--- src/rtl/octant_table_atan2_macros.svh ---
// Assertion macros shared by the octant_table_atan2 RTL.
`ifndef OCTANT_TABLE_ATAN2_MACROS_SVH
`define OCTANT_TABLE_ATAN2_MACROS_SVH

// Same-cycle implication, disabled during reset.
`define OTA_ASSERT_IMPL(label, clk, rst_n, ante, cons) \
    label: assert property (@(posedge clk) disable iff (!rst_n) (ante) |-> (cons)) \
        else $error("octant_table_atan2 assertion failed");

// Next-cycle implication, disabled during reset.
`define OTA_ASSERT_NEXT(label, clk, rst_n, ante, cons) \
    label: assert property (@(posedge clk) disable iff (!rst_n) (ante) |=> (cons)) \
        else $error("octant_table_atan2 assertion failed");

`endif

--- src/rtl/ota_pkg.sv ---
// Package for octant_table_atan2: widths, sequencer states, tangent table.
`default_nettype none

package ota_pkg;

    localparam int COORD_WIDTH = 18;
    localparam int TAN_ENTRIES = 33;
    localparam int MAG_W       = COORD_WIDTH;
    localparam int RATIO_W     = 14;
    localparam int IDX_W       = 6;
    localparam int ANGLE_W     = 8;
    localparam int CNT_W       = 4;
    localparam int DIV_STEPS   = RATIO_W;
    localparam int SRCH_STEPS  = IDX_W;

    typedef enum logic [2:0] {
        S_IDLE,
        S_MAG,
        S_DIV,
        S_SRCH,
        S_DONE
    } state_t;

    // trunc(tan(i*2*pi/256)*8192); probes past the end read as full scale
    function automatic logic [RATIO_W-1:0] tan_at(input logic [IDX_W-1:0] idx);
        logic [RATIO_W-1:0] v;
        case (idx)
            6'd0:    v = 14'd0;
            6'd1:    v = 14'd201;
            6'd2:    v = 14'd402;
            6'd3:    v = 14'd604;
            6'd4:    v = 14'd806;
            6'd5:    v = 14'd1010;
            6'd6:    v = 14'd1215;
            6'd7:    v = 14'd1421;
            6'd8:    v = 14'd1629;
            6'd9:    v = 14'd1839;
            6'd10:   v = 14'd2051;
            6'd11:   v = 14'd2267;
            6'd12:   v = 14'd2485;
            6'd13:   v = 14'd2706;
            6'd14:   v = 14'd2931;
            6'd15:   v = 14'd3159;
            6'd16:   v = 14'd3393;
            6'd17:   v = 14'd3631;
            6'd18:   v = 14'd3874;
            6'd19:   v = 14'd4123;
            6'd20:   v = 14'd4378;
            6'd21:   v = 14'd4640;
            6'd22:   v = 14'd4910;
            6'd23:   v = 14'd5187;
            6'd24:   v = 14'd5473;
            6'd25:   v = 14'd5769;
            6'd26:   v = 14'd6075;
            6'd27:   v = 14'd6393;
            6'd28:   v = 14'd6723;
            6'd29:   v = 14'd7066;
            6'd30:   v = 14'd7424;
            6'd31:   v = 14'd7799;
            default: v = 14'd8192;
        endcase
        return v;
    endfunction

endpackage

`default_nettype wire

--- src/rtl/octant_table_atan2.sv ---
// Top level of octant_table_atan2: binary-angle atan2 of the negated vector.
// Sequence: the magnitude state, the restoring divide and the table search run before m_valid;
// a zero vector goes from the magnitude state straight to the output.
// Throughput: a new word is accepted only after the last result is taken; the shared
// restoring subtractor (one quotient bit a cycle) and the table search probe set the pace.
// Reset: synchronous, active low; returns to idle and drops m_valid.
`default_nettype none

module octant_table_atan2 (
    input  wire logic                                aclk,
    input  wire logic                                aresetn,
    input  wire logic                                s_valid,
    output logic                                     s_ready,
    input  wire logic signed [ota_pkg::COORD_WIDTH-1:0] s_vec_x,
    input  wire logic signed [ota_pkg::COORD_WIDTH-1:0] s_vec_y,
    output logic                                     m_valid,
    input  wire logic                                m_ready,
    output logic [ota_pkg::ANGLE_W-1:0]              m_angle,
    output logic                                     m_zero_vector
);

`include "octant_table_atan2_macros.svh"

    localparam int CW = ota_pkg::COORD_WIDTH;
    localparam int MW = ota_pkg::MAG_W;
    localparam int RW = ota_pkg::RATIO_W;
    localparam int IW = ota_pkg::IDX_W;
    localparam int AW = ota_pkg::ANGLE_W;
    localparam int NW = ota_pkg::CNT_W;

    ota_pkg::state_t state_reg, state_next;

    logic signed [CW-1:0] x_reg, x_next;
    logic signed [CW-1:0] y_reg, y_next;
    logic [MW-1:0]        large_reg, large_next;
    logic [MW:0]          rem_reg, rem_next;
    logic [RW-1:0]        quo_reg, quo_next;
    logic [NW-1:0]        cnt_reg, cnt_next;
    logic [IW-1:0]        idx_reg, idx_next;
    logic                 xneg_reg, xneg_next;
    logic                 yneg_reg, yneg_next;
    logic                 xley_reg, xley_next;
    logic [AW-1:0]        angle_reg, angle_next;
    logic                 zero_reg, zero_next;

    logic [MW-1:0] mx, my;
    logic          x_le_y;
    logic [MW:0]   diff;
    logic          qbit;
    logic [IW:0]   one_sh;
    logic [IW-1:0] probe;
    logic [IW-1:0] idx_srch;
    logic [AW-1:0] a_ext;
    logic [AW-1:0] fold;

    // magnitudes of the captured components; most negative value maps exactly
    assign mx     = x_reg[CW-1] ? MW'(~x_reg + 1'b1) : MW'(x_reg);
    assign my     = y_reg[CW-1] ? MW'(~y_reg + 1'b1) : MW'(y_reg);
    assign x_le_y = (mx <= my);

    // shared restoring subtractor
    assign diff = rem_reg - {1'b0, large_reg};
    assign qbit = (rem_reg >= {1'b0, large_reg});

    // lower-bound search: probe the last entry of the candidate block
    assign one_sh   = {{IW{1'b0}}, 1'b1} << cnt_reg;
    assign probe    = idx_reg | IW'(one_sh - 1'b1);
    assign idx_srch = (ota_pkg::tan_at(probe) < quo_reg) ? (idx_reg | IW'(one_sh)) : idx_reg;

    // octant fold of the finished index
    assign a_ext = AW'(idx_srch);
    always_comb begin
        case ({xneg_reg, yneg_reg, xley_reg})
            3'b001:  fold = 8'd192 - a_ext;
            3'b000:  fold = 8'd128 + a_ext;
            3'b011:  fold = 8'd64 + a_ext;
            3'b010:  fold = 8'd128 - a_ext;
            3'b101:  fold = 8'd192 + a_ext;
            3'b100:  fold = 8'd0 - a_ext;
            3'b111:  fold = 8'd64 - a_ext;
            default: fold = a_ext;
        endcase
    end

    always_ff @(posedge aclk) begin
        if (!aresetn) begin
            state_reg <= ota_pkg::S_IDLE;
        end else begin
            state_reg <= state_next;
        end
    end

    always_ff @(posedge aclk) begin
        x_reg     <= x_next;
        y_reg     <= y_next;
        large_reg <= large_next;
        rem_reg   <= rem_next;
        quo_reg   <= quo_next;
        cnt_reg   <= cnt_next;
        idx_reg   <= idx_next;
        xneg_reg  <= xneg_next;
        yneg_reg  <= yneg_next;
        xley_reg  <= xley_next;
        angle_reg <= angle_next;
        zero_reg  <= zero_next;
    end

    always_comb begin
        state_next = state_reg;
        x_next     = x_reg;
        y_next     = y_reg;
        large_next = large_reg;
        rem_next   = rem_reg;
        quo_next   = quo_reg;
        cnt_next   = cnt_reg;
        idx_next   = idx_reg;
        xneg_next  = xneg_reg;
        yneg_next  = yneg_reg;
        xley_next  = xley_reg;
        angle_next = angle_reg;
        zero_next  = zero_reg;
        s_ready    = 1'b0;
        m_valid    = 1'b0;
        case (state_reg)
            ota_pkg::S_IDLE: begin
                s_ready = 1'b1;
                if (s_valid) begin
                    x_next     = s_vec_x;
                    y_next     = s_vec_y;
                    state_next = ota_pkg::S_MAG;
                end
            end
            ota_pkg::S_MAG: begin
                xneg_next  = x_reg[CW-1];
                yneg_next  = y_reg[CW-1];
                xley_next  = x_le_y;
                large_next = x_le_y ? my : mx;
                rem_next   = {1'b0, (x_le_y ? mx : my)};
                quo_next   = '0;
                idx_next   = '0;
                cnt_next   = NW'(ota_pkg::DIV_STEPS - 1);
                if ((x_le_y ? my : mx) == '0) begin
                    angle_next = '0;
                    zero_next  = 1'b1;
                    state_next = ota_pkg::S_DONE;
                end else begin
                    zero_next  = 1'b0;
                    state_next = ota_pkg::S_DIV;
                end
            end
            ota_pkg::S_DIV: begin
                quo_next = {quo_reg[RW-2:0], qbit};
                rem_next = qbit ? {diff[MW-1:0], 1'b0} : {rem_reg[MW-1:0], 1'b0};
                if (cnt_reg == '0) begin
                    cnt_next   = NW'(ota_pkg::SRCH_STEPS - 1);
                    state_next = ota_pkg::S_SRCH;
                end else begin
                    cnt_next = cnt_reg - 1'b1;
                end
            end
            ota_pkg::S_SRCH: begin
                idx_next = idx_srch;
                if (cnt_reg == '0) begin
                    angle_next = fold;
                    state_next = ota_pkg::S_DONE;
                end else begin
                    cnt_next = cnt_reg - 1'b1;
                end
            end
            ota_pkg::S_DONE: begin
                m_valid = 1'b1;
                if (m_ready) begin
                    state_next = ota_pkg::S_IDLE;
                end
            end
            default: begin
                state_next = ota_pkg::S_IDLE;
            end
        endcase
    end

    assign m_angle       = angle_reg;
    assign m_zero_vector = zero_reg;

    `OTA_ASSERT_IMPL(a_zero_angle, aclk, aresetn, m_valid && m_zero_vector, m_angle == '0)
    `OTA_ASSERT_IMPL(a_one_side, aclk, aresetn, 1'b1, !(s_ready && m_valid))
    `OTA_ASSERT_NEXT(a_accept_busy, aclk, aresetn, s_valid && s_ready, !s_ready && !m_valid)
    `OTA_ASSERT_IMPL(a_rem_bound, aclk, aresetn, state_reg == ota_pkg::S_DIV,
        rem_reg < {large_reg, 1'b0})

endmodule

`default_nettype wire
--- config.mk ---
export PLATFORM = sky130hd
export DESIGN_NAME = octant_table_atan2
export DESIGN_NICKNAME = d
export VERILOG_FILES = /design/src/rtl/ota_pkg.sv /design/src/rtl/octant_table_atan2.sv
export VERILOG_INCLUDE_DIRS = /design/src /design/src/rtl
export SDC_FILE = /design/constraint.sdc
export NUM_CORES = 1
export LEC_CHECK = 0
export BUFFER_PORTS_ARGS = -buffer_cell sky130_fd_sc_hd__buf_2
export CAP_MARGIN = 5
export CORE_MARGIN = 2
export CORE_UTILIZATION = 65
export CTS_BUF_LIST = sky130_fd_sc_hd__clkbuf_8
export DETAILED_ROUTE_END_ITERATION = 16
export PLACE_DENSITY = 0.94
export SLEW_MARGIN = 0
export SYNTH_ARGS = -nofsm -noshare
export SYNTH_HDL_FRONTEND = slang
export SYNTH_SLANG_ARGS = --single-unit
--- constraint.sdc ---
create_clock -name aclk -period 19 [get_ports aclk]
set_input_delay 1.9 -clock aclk [delete_from_list [all_inputs] [get_ports aclk]]
set_output_delay 1.9 -clock aclk [all_outputs]
set_load 0.01 [all_outputs]
# Word-level counts from Yosys, hierarchy flattened
# Memories as Yosys holds them, arrays and structs flattened.
# Cells that the tools add are included.
# word_totals
inputBits	40
memories	1
ramBits	0
latchBits	0
out_inout_bits	11
register_bits	112
rom_bits	416
# memory_table
memory	depth	word_bits	read_ports	rd_clocked_by_memory_dff	wr	line_no	rtl
(no name shown)	32	13	1	0	0	ota_pkg.sv:27	case (idx)
# op_classes
reduce_logical	11
n_mul	0
div_mod_pow	0
shift	1
add_sub_neg	12
n_lt_le_gt_ge	3
n_bitwise	4
mux	26
eq_ne	16
# ops
op	count
$mux W18	4
$pmux W8 S7	1
$pmux W19 S2	1
$add A18 B1 Y18 const B	2
$not A18 Y18	2
$pmux W14 S2	1
$ge A19 B18 Y1	1
$mux W19	1
$le A18 B18 Y1	1
$logic_not A18 Y1	1
$sub A18 B18 Y18	1
$mux W8	2
$pmux W8 S2	1
$mux W3	5
$pmux W3 S5	1
$lt A14 B14 Y1	1
$mux W14	1
$eq A3 B2 Y1 const B	4
$eq A3 B3 Y1 const B	4
$ne A2 B2 Y1 const B	6
$or A6 B6 Y6	2
$pmux W4 S3	1
$pmux W6 S2	1
$add A7 B6 Y8 const A	1
20 further kinds	27

# Longest topological paths before layout
# Gate-level depths: netlist of run 1.
# An unclocked memory read counts as a cell.
# logic_depth
word_depth	11
mapped_depth	26
ltp_nobuf	25

# Worst setup path before layout of run 1
# Ideal clock, no wire load.
# synth_timing
path_kind	flip-flop to flip-flop
start	register cnt_reg[0]
end	register angle_reg[7], in the netlist m_angle[7], data pin
arrival_ns	5.818
synth_period_minus_slack_ns	6.077
setup_slack_ns	12.923
t_required_ns	18.741
path_stages_with_launch	25
path_cell_list	edfxtp_1 > inv_1 > ha_1 > nor3b_1 > inv_1 > ha_1 > nand2b_1 > buf_2 > clkinv_1 > ha_1 > mux4_2 > mux2i_1 > nor2_1 > ha_1 > nand3_1 > a2111o_1 > a2111oi_0 > nor4_2 > and2_1 > a21oi_1 > ha_1 > nand3_1 > a2111oi_1 > a311o_1 > o31ai_1
# synth_between
elab_chain_len	11
word_cells_on_any_way	18
classes_between	add/sub (8); order compare (1); shift (1); mux (5); bitwise (2); memory (1)
# synth_lines
element	line_no	rtl
start: declaration	octant_table_atan2.sv:38	logic [NW-1:0] cnt_reg, cnt_next;
start signal: assignment	octant_table_atan2.sv:99	cnt_reg <= cnt_next;
$shl A1 B4 Y6 (*)	octant_table_atan2.sv:66	assign one_sh = {{IW{1'b0}}, 1'b1} << cnt_reg;
$sub A6 B1 Y6	octant_table_atan2.sv:67	assign probe = idx_reg | IW'(one_sh - 1'b1);
$or A6 B6 Y6	octant_table_atan2.sv:67	
$mem_v2 Z32 W13	--	
$mux W14	ota_pkg.sv:27	
$lt A14 B14 Y1	octant_table_atan2.sv:68	assign idx_srch = (ota_pkg::tan_at(probe) < quo_reg) ? (idx_reg | IW'(one_sh)) : idx_reg;
$mux W6 (*)	octant_table_atan2.sv:68	
$sub A8 B6 Y8 (tied with other cells)	octant_table_atan2.sv:77	3'b010: fold = 8'd128 - a_ext;
$pmux W8 S7 (*)	octant_table_atan2.sv:73	case ({xneg_reg, yneg_reg, xley_reg})
$mux W8 (*)	octant_table_atan2.sv:163	if (cnt_reg == '0) begin
$pmux W8 S2 (*)	octant_table_atan2.sv:124	case (state_reg)
end signal: assignment	octant_table_atan2.sv:104	angle_reg <= angle_next;
end: declaration	octant_table_atan2.sv:43	logic [AW-1:0] angle_reg, angle_next;
# Mark *: on every way between the ends. The rest lies on a longest branch, timed or not. The select of a mux whose other input is x is not followed.
# A chain may end at the register's enable or synchronous reset.

# Worst setup path in the final report of run 1
# Same ends and word-level chain as after synthesis.

==> results of run 1 <==
worst max-delay path: stages, from the launching register on:
cell and delay (ns):
edfxtp_1 0.49, inv_1 0.15, ha_1 0.40, nor3b_1 0.62
inv_1 0.22, ha_1 0.34, nand2b_1 0.38, clkinv_1 0.47
ha_1 0.35, mux4_2 0.45, mux2i_1 0.16, nor2_1 0.07
ha_1 0.29, nand3_1 0.10, o21ai_0 0.32, a221oi_1 0.10
a2111oi_0 0.49, nor4_2 0.21, and2_1 0.27, a21oi_1 0.28
ha_1 0.23, nand3_1 0.12, a2111oi_1 0.67, a311o_1 0.27
o31ai_1 0.06
synth_stat cells (5+ instances only):
cell / number
a21oi_1: 71
and3_1: 7
or3_1: 6
nor2_1: 81
a21o_1: 7
ha_1: 66
clkbuf_1: 29
o21ai_0: 59
a31oi_1: 5
nor3b_1: 6
nand3_1: 16
mux2i_1: 20
o21a_1: 8
o211ai_1: 10
nand2b_1: 8
and2_1: 8
and4_1: 5
or4_1: 13
xnor2_1: 15
inv_1: 66
nor2b_1: 13
o31ai_1: 13
nand2_1: 71
nand4_1: 7
nor3_1: 17
edfxtp_1: 109
xor2_1: 33
a211oi_1: 15
metrics by stage:
step                setup slack, ns  power [uW]
global route                  10.62         872
global placement              11.91         670
finish                        11.28         823
CTS                           11.44         817
floorplan                     12.92         606
detailed placement            11.55         684
cell families (layout without fill, tap and decap cells):
group | count (synthesis) | after routing | share of synthesized area [%]
compound gates | 243 | 243 | 19.1
xor+xnor | 48 | 48 | 5.11
fa+ha+maj | 67 | 67 | 10.3
buf+inv | 104 | 140 | 4.81
flops | 112 | 112 | 40.5
mux | 24 | 24 | 3.12
simple gates | 279 | 279 | 17.1
path summary, 6_finish.rpt:
path	to	slack, ns	depth (start not counted)
max	m_angle[7]	11.28	24
min	quo_reg[5]	0.58	2
max reg2reg	m_angle[7]	11.28	24
min reg2reg	quo_reg[5]	0.58	2
routing by layer:
metal	part of all wire, %	routed length [um]	GRT usage [%]	vias to the layer above
met1	41	7630	36.9	3209
met5	0	0	0	-
met2	49	9150	49.0	347
met4	4.1	773	12.8	0
li1	-	-	-	3309
met3	6.8	1270	4.72	62
power breakdown:
group,total (uW),internal [uW],switching (uW)
clock network,133,47.8,85.0
registers,349,324,24.3
logic,342,133,208
total,823,506,318
layout make-up:
class / count / area [um^2]
fill: 932 / 3690
inverter: 68 / 255
clock buffer: 9 / 124
tap: 172 / 215
timing repair buffer: 56 / 295
sequential: 112 / 3330
clock inverter: 7 / 46.3
multi-input combinational: 661 / 4510
==> flow_summary.toml, run 1 <==
[clocking]
postCtsHoldBufs = 0
cts_tree = "built"
cts_max_level = 3
cts_setup_buffers = 0
clkLatencyLatePin_ns = 0.39
clkTransAtPathRegs_ns = 0.11
cts_buffers = 9
cts-resized-gates = 0
cts_sinks = 112
cts_root_buf = "clkbuf_8"
cts_buffer_depth = 2

[sta]
slew_headroom_pct = 27.9
final.period_utilization_pct = 40.7
worstMarginPinSlew_ns = 1.08
rsz0062_at_grt = "no"
skew_ns = 0.00941
setup_viol = 0
clock.fmax_ghz = 0.129
drv_slew = 0
period_needed_ns = 7.72
fin_setup_tns_ns = 0
final_hold_viol_count = 0
whs_ns = 0.583

[global_route]
grt_overflow = 0
grt_pass1_wl_um = 30900
grtUsageTotal_pct = 29.0
grt_pass1_vias = 6583
grt_max_degree = 39
antenna_found_initial = 0

[cells_and_area]
drive_gt1_share_pct = 10.1
diodes = 0
fin_util_pct = 70.4
fin_nets = 1015
area_delta_synth_final_pct = 6.72
layout_commonest_cell = "edfxtp_1"
final_cells = 1085
final_cell_mix = "109 x edfxtp_1, 81 x nor2_1, 71 x nand2_1, 71 x a21oi_1, 67 x inv_1"
stdcell_area_um2 = 8780
largest_reg_flops = 19

[placed_design]
dp.cells = 1069
dp_hpwl_um = 13900
gp_congestion = 0.972
dpl_cell_area_um2 = 8610
numPortBuffers = 50

[worst_setup_path]
crit_required_ns = 19.16
cp_max_fo = 13
end_kind = "flop"
cp-start-kind = "flop"
cp-startpoint = "cnt_reg[0]"
rr_startpoint = "cnt_reg[0]"
path_class = "reg2reg"
cp.arrival_ns = 7.89

[synthesis]
synth_cells = 877
async_flop_share_pct = 0
ys_seq_elements = 112
synth_cell_types = 73
synth_edf_count = 109
yosysTopAreaCell = "edfxtp_1"
yosys_warnings = 0
syn_area_um2 = 8230
yosys-top-cells-area = "edfxtp_1 40%, ha_1 10%, a21oi_1 4.3%"
avgSynthCellArea_um2 = 9.38
synth_top_cell_area_share_pct = 39.8
synth_fp_nets = 984
synth.yosys.seq_area_share_pct = 40.5
synth_flop_cell = "edfxtp_1"

[floorplanning]
die_height_um = 116
boundaryPins = 51
die_area_um2 = 13600
coreArea_um2 = 12500
start_util_pct = 66.0
die_w_um = 116
num_rows = 41

[drt]
avgViaCountPerCell = 6.38
finalWirelength_um = 18800
wl_per_cell_um = 17.4
ant_nets = 0
vias = 6927
drtPass1Iterations = 5
drt_iter0_drc = 684
drc = 0

[power_and_ir_drop]
ir_worst_vdd_mv = 0.0696
leakagePower_uw = 0.00350
power.density_nw_per_um2 = 93.8

[status]
outcome = "finished, final reports clean"

[min_path]
worstHoldPathType = "reg2reg"
min_from = "quo_reg[4]"

[flow_run]
maxCapViolCount = 0
Note: power is estimated with default switching activity, not from simulation.
==> run 2: changes to the inputs <==
ABC_AREA = 1   (was not set)
CORE_UTILIZATION = 64   (was 65)
PLACE_DENSITY = 0.93   (was 0.94)
clock period = 7.6 ns   (was 19 ns; I/O delays follow)
==> run 2 against run 1 <==
First-iteration DRC count up 34%. Core utilization down 0.48 points. Count of clock-buffer cells in the layout up 1. Total power rose to 4.9 times the previous value. Cell count up 11%. Critical endpoint is now m_angle[5].
==> flow_summary.toml, run 2 <==
[cells_and_area]
area_delta_synth_final_pct = 7.41
drive_gt1_share_pct = 11.4
layout_commonest_cell = "nand2_1"
largest_reg_flops = 19
fin_util_pct = 69.9
final_cell_mix = "185 x nand2_1, 147 x inv_1, 109 x edfxtp_1"
fillCellCount = 903
diodes = 0
fin_nets = 1138

[worst_setup_path]
cp-start-kind = "flop"
cp_max_fo = 41
crit_required_ns = 7.64
path_class = "reg2reg"
end_kind = "flop"
cp.arrival_ns = 5.28

[synthesis]
synth_cell_types = 53
synth_top_cell_area_share_pct = 40.2
ys_seq_elements = 112
yosys-top-cells-area = "edfxtp_1 40%, ha_1 10%, nand2_1 8.5%"
synth_fp_nets = 1099
synth_cells = 992
synth.yosys.seq_area_share_pct = 40.9
yosysTopAreaCell = "edfxtp_1"
async_flop_share_pct = 0
yosys_warnings = 0
syn_area_um2 = 8150
synth_flop_cell = "edfxtp_1"
synth_commonest_cells = "185 x nand2_1, 147 x inv_1, 109 x edfxtp_1"
yosysMostFrequentCell = "nand2_1"
synth_edf_count = 109
avgSynthCellArea_um2 = 8.22

[global_route]
grtUsageTotal_pct = 29.2
grt_max_degree = 42
grt_pass1_wl_um = 31300
grt_pass1_vias = 6715
grt_overflow = 0
antenna_found_initial = 0

[sta]
clock.fmax_ghz = 0.191
worstMarginPinSlew_ns = 1.20
drv_slew = 0
whs_ns = 0.540
slew_headroom_pct = 20.2
final_hold_viol_count = 0
skew_ns = 0.0221
rsz0062_at_grt = "no"
final.period_utilization_pct = 69.0
fin_setup_tns_ns = 0
period_needed_ns = 5.24
finalWorstSetupSlack_ns = 2.36
setup_viol = 0

[clocking]
cts_root_buf = "clkbuf_8"
cts_max_level = 3
cts_setup_buffers = 0
cts_tree = "built"
clkTransAtPathRegs_ns = 0.12
postCtsHoldBufs = 0
cts_sinks = 112
cts-resized-gates = 0
clkLatencyLatePin_ns = 0.39
cts_buffer_depth = 2
cts_buffers = 9

[placed_design]
gp_congestion = 0.943
numPortBuffers = 50
dp_hpwl_um = 14400
post-place-ws_ns = 2.48

[floorplanning]
die_height_um = 117
boundaryPins = 51
coreArea_um2 = 12500
die_area_um2 = 13700
num_rows = 41
start_util_pct = 65.1
die_w_um = 117

[min_path]
worstHoldPathType = "in2reg"

[flow_run]
maxCapViolCount = 0

[power_and_ir_drop]
power_uw = 4020
ir_worst_vdd_mv = 0.361
power.density_nw_per_um2 = 459
leakagePower_uw = 0.00399

[drt]
finalWirelength_um = 19200
drt_iter0_drc = 915
ant_nets = 0
wl_per_cell_um = 15.9
drtPass1Iterations = 6
drc = 0
avgViaCountPerCell = 5.94
vias = 7174

[status]
outcome = "finished, final reports clean"
-- run 2: cell types whose count changed in the layout (fill, tap and decap cells not counted), sizes merged, moves of 13 or more --
| cell | previous run | this run |
|---|---|---|
| inv | 69 | 161 |
| nand2 | 71 | 194 |
| nor2 | 81 | 103 |
| nand3 | 16 | 40 |
| mux2i | 20 | 0 |
| nor2b | 13 | 0 |
| or4 | 14 | 0 |
-- run 2: through the flow --
| stage | cell area [um^2] | instances |
|---|---|---|
| floorplan | 8150 | 992 |
| global placement | 8540 | 1192 |
| detailed placement | 8540 | 1192 |
| CTS | 8750 | 1208 |
| global route | 8750 | 1208 |
| finish | 8750 | 1208 |
-- run 2: cells by family (layout without fill, tap and decap cells) --
kind of cell | after synthesis | in the layout | share of synthesized area [%]
AO/OA/AOI/OAI | 197 | 197 | 13.9
XOR/XNOR | 46 | 46 | 4.94
flip-flops | 112 | 112 | 40.9
adder cells (fa/ha/maj) | 67 | 67 | 10.4
AND/OR/NAND/NOR | 384 | 384 | 21.2
buffers and inverters | 186 | 230 | 8.70
-- run 2: final timing paths --
check	from	end	slack, ns	cells after the start
worst min register to register	quo_reg[4]	quo_reg[5]	0.59	2
worst min-delay path	s_vec_x[17]	x_reg[17]	0.54	1
worst max register to register	x_reg[3]	m_angle[5]	2.36	27
worst max-delay path	x_reg[3]	m_angle[5]	2.36	27
-- run 2: worst max-delay path, cell delays in order, from the launching register on --
cell and delay, ns:
edfxtp_1 0.44, nor2_1 0.16, nand4_1 0.15, nor2_1 0.17, nand3_1 0.11, nor3_1 0.25, nand2_1 0.14, nand2_1 0.12
o21ai_1 0.09, xor2_1 0.22, inv_1 0.07, ha_1 0.29, nand2_1 0.07, nor2_1 0.14, nand4_1 0.09, or3b_1 0.36
nand2_1 0.11, buf_4 0.36, nand2_1 0.09, o21ai_0 0.14, nand2_1 0.09, nor2_1 0.11, nand3_1 0.09, nor2_1 0.13
nand2_1 0.16, nand2_1 0.12, nand2_1 0.08, nor2_1 0.55
-- run 2: report_power, final --
part	total (uW)	switching (uW)	internal, uW	leakage, uW
sequential	1210	141	1070	0.00105
combinational	2430	1620	810	0.00283
clock	382	215	167	0.000105
-- run 2: final cells by class --
| class | instances | area [um^2] | share of cell area [%] |
|---|---|---|---|
| timing repair buffer | 54 | 280 | 3.20 |
| clock inverter | 6 | 75.1 | 0.858 |
| tap | 172 | 215 | 2.46 |
| inverter | 160 | 601 | 6.86 |
| multi-input combinational | 694 | 4110 | 47.0 |
| clock buffer | 10 | 138 | 1.57 |
| sequential | 112 | 3330 | 38.1 |
-- run 2: layer usage --
| layer | GRT usage (%) | share of wire (%) | vias up |
|---|---|---|---|
| li1 | - | - | 3423 |
| met1 | 39.4 | 41 | 3312 |
| met2 | 48.6 | 48 | 390 |
| met3 | 4.33 | 8.6 | 49 |
| met4 | 10.0 | 2.5 | 0 |
| met5 | 0 | 0 | - |
==> run 3: changes to the inputs <==
clock period = 5 ns   (was 7.6 ns; I/O delays follow)
==> run 3 against run 2 <==
Flip-flop and latch count is the same. Clock skew shrank 0.0063 ns. Fmax grew 10%. Die area is the same. Worst setup slack lost 2.1 ns. Non-clock buffer count grew 16. Critical path type unchanged. Largest power group unchanged. Clock power grew 48%. Sequential share of layout area shrank 0.90 points. Cell count grew 1.3%. Highest routed layer unchanged. Wire length grew 4.8%.
==> flow_summary.toml, run 3 (same netlist as run 2, synthesis figures left out) <==
[flow_run]
maxCapViolCount = 0

[global_route]
grt_overflow = 0
grt_max_degree = 37
grt_pass1_wl_um = 31700
grtUsageTotal_pct = 29.5
grt_pass1_vias = 6756
antenna_found_initial = 0

[worst_setup_path]
end_kind = "flop"
ff2ff_path_depth = 28
crit_required_ns = 5.12
slowest_delay_ns = 0.44
rr_startpoint = "x_reg[0]"
cpMostUsedCell = "nand2_1"
path_class = "reg2reg"
cp-start-kind = "flop"
cp.arrival_ns = 4.89
r2r_slack_ns = 0.24
regToRegEndpoint = "m_angle[1]"
cp-startpoint = "x_reg[0]"
crit_end = "m_angle[1]"
worst_path_max_delay_cell = "edfxtp_1"
cp_max_fo = 24

[power_and_ir_drop]
leakagePower_uw = 0.00408
comb_power_share_pct = 61.7
sequentialPowerShare_pct = 29.2
pwr-share-clk_pct = 9.0
ir_worst_vdd_mv = 0.462
power.density_nw_per_um2 = 699
p_sw_uw = 3060
swShare_pct = 48.8
internal-power_uw = 3210

[clocking]
clkTransAtPathRegs_ns = 0.11
cts_buffers = 9
clkLatencyLatePin_ns = 0.40
cts_buffer_depth = 2
cts_tree = "built"
cts_sinks = 112
cts_max_level = 3
cts_root_buf = "clkbuf_8"

[drt]
avgViaCountPerCell = 6.00
drt_iter0_drc = 927
drtPass1Iterations = 6
wl_per_cell_um = 16.4
drc = 0
finalWirelength_um = 20100
vias = 7347
ant_nets = 0

[sta]
worstMarginPinSlew_ns = 1.01
final_hold_viol_count = 0
period_needed_ns = 4.76
clock.fmax_ghz = 0.210
drv_slew = 0
slew_headroom_pct = 32.1
skew_ns = 0.0157
final.period_utilization_pct = 95.2
setup_viol = 0
fin_setup_tns_ns = 0

[cells_and_area]
area_delta_synth_final_pct = 10.0
final_cell_mix = "182 x nand2_1, 144 x inv_1, 109 x edfxtp_1"
largest_reg_flops = 19
layout_commonest_cell = "nand2_1"
diodes = 0
stdcell_area_um2 = 8970
drive_gt1_share_pct = 14.7
fin_nets = 1154

[floorplanning]
die_height_um = 117
num_rows = 41
boundaryPins = 51
die_w_um = 117
die_area_um2 = 13700
start_util_pct = 65.1
coreArea_um2 = 12500

[placed_design]
dpl_cell_area_um2 = 8620
dp_hpwl_um = 14100
gp_congestion = 0.957
numPortBuffers = 50

[min_path]
worstHoldPathType = "in2reg"

[status]
outcome = "finished, final reports clean"
## run 3: changes by cell type in the layout (fill, tap and decap cells not counted), sizes merged
cell and delta:
buf +16, inv -2, clkbuf -1, clkinv +3
## run 3: power by group through the flow
stage,clock [uW],combinational (uW),sequential (uW)
2_1_floorplan,0,2770,1790
3_3_place_gp,0,3420,1810
3_5_place_dp,0,3570,1830
4_1_cts,564,3610,1810
5_1_grt,601,4340,1870
6_report,567,3870,1830
## run 3: layout make-up
class | count | area (um^2)
flip-flops and latches | 112 | 3330
clock buffers | 9 | 124
clock inverters | 7 | 80.1
well taps | 172 | 215
repair buffers | 70 | 415
inverters | 160 | 603
fillers | 867 | 3550
multi-input cells | 694 | 4200
## run 3: worst min path at each step
stage | startpoint | endpoint | cells after the start | slack [ns]
5_1_grt | s_vec_y[15] | y_reg[15] | 1 | 0.26
2_1_floorplan | x_reg[17] | xneg_reg | 0 | 0.42
4_1_cts | s_vec_x[10] | x_reg[10] | 1 | 0.26
3_5_place_dp | state_reg[2] | state_reg[0] | 3 | 0.56
6_report | s_vec_y[2] | y_reg[2] | 1 | 0.27
3_3_place_gp | quo_reg[9] | quo_reg[10] | 2 | 0.55
## run 3: critical path, delay by kind of cell, from the launching register on
kind / cells / cell delay [ns]
xor+xnor: 1 / 0.22
compound gates: 2 / 0.19
buf+inv: 4 / 0.57
fa+ha+maj: 1 / 0.29
simple gates: 20 / 2.76
flops: 1 / 0.44
## run 3: repair_timing
item | CTS | global route
setup endpoints to repair | 0 | 14
hold buffers | 0 | 0
gates resized for setup | 0 | 29
setup buffers | 0 | 6
## run 3: stage by stage
step | hold WS (ns) | worst slack (ns) | util [%] | power (uW) | std cells
after floorplan | 0.424 | 0.785 | - | 4560 | 992
after global placement | 0.546 | 0.427 | 68.8 | 5230 | 1202
after detailed placement | 0.557 | 0.202 | 68.8 | 5390 | 1202
after CTS | 0.260 | 0.0810 | 70.5 | 5990 | 1218
after global routing | 0.257 | -0.0555 | 71.6 | 6800 | 1224
final | 0.268 | 0.239 | 71.6 | 6260 | 1224
## run 3: layer usage
metal  GRT usage [%]  part of all wire, %
met3            5.46                  9.2
met2            48.5                   47
met1            39.3                   40
met4            11.1                  3.3
met5               0                    0
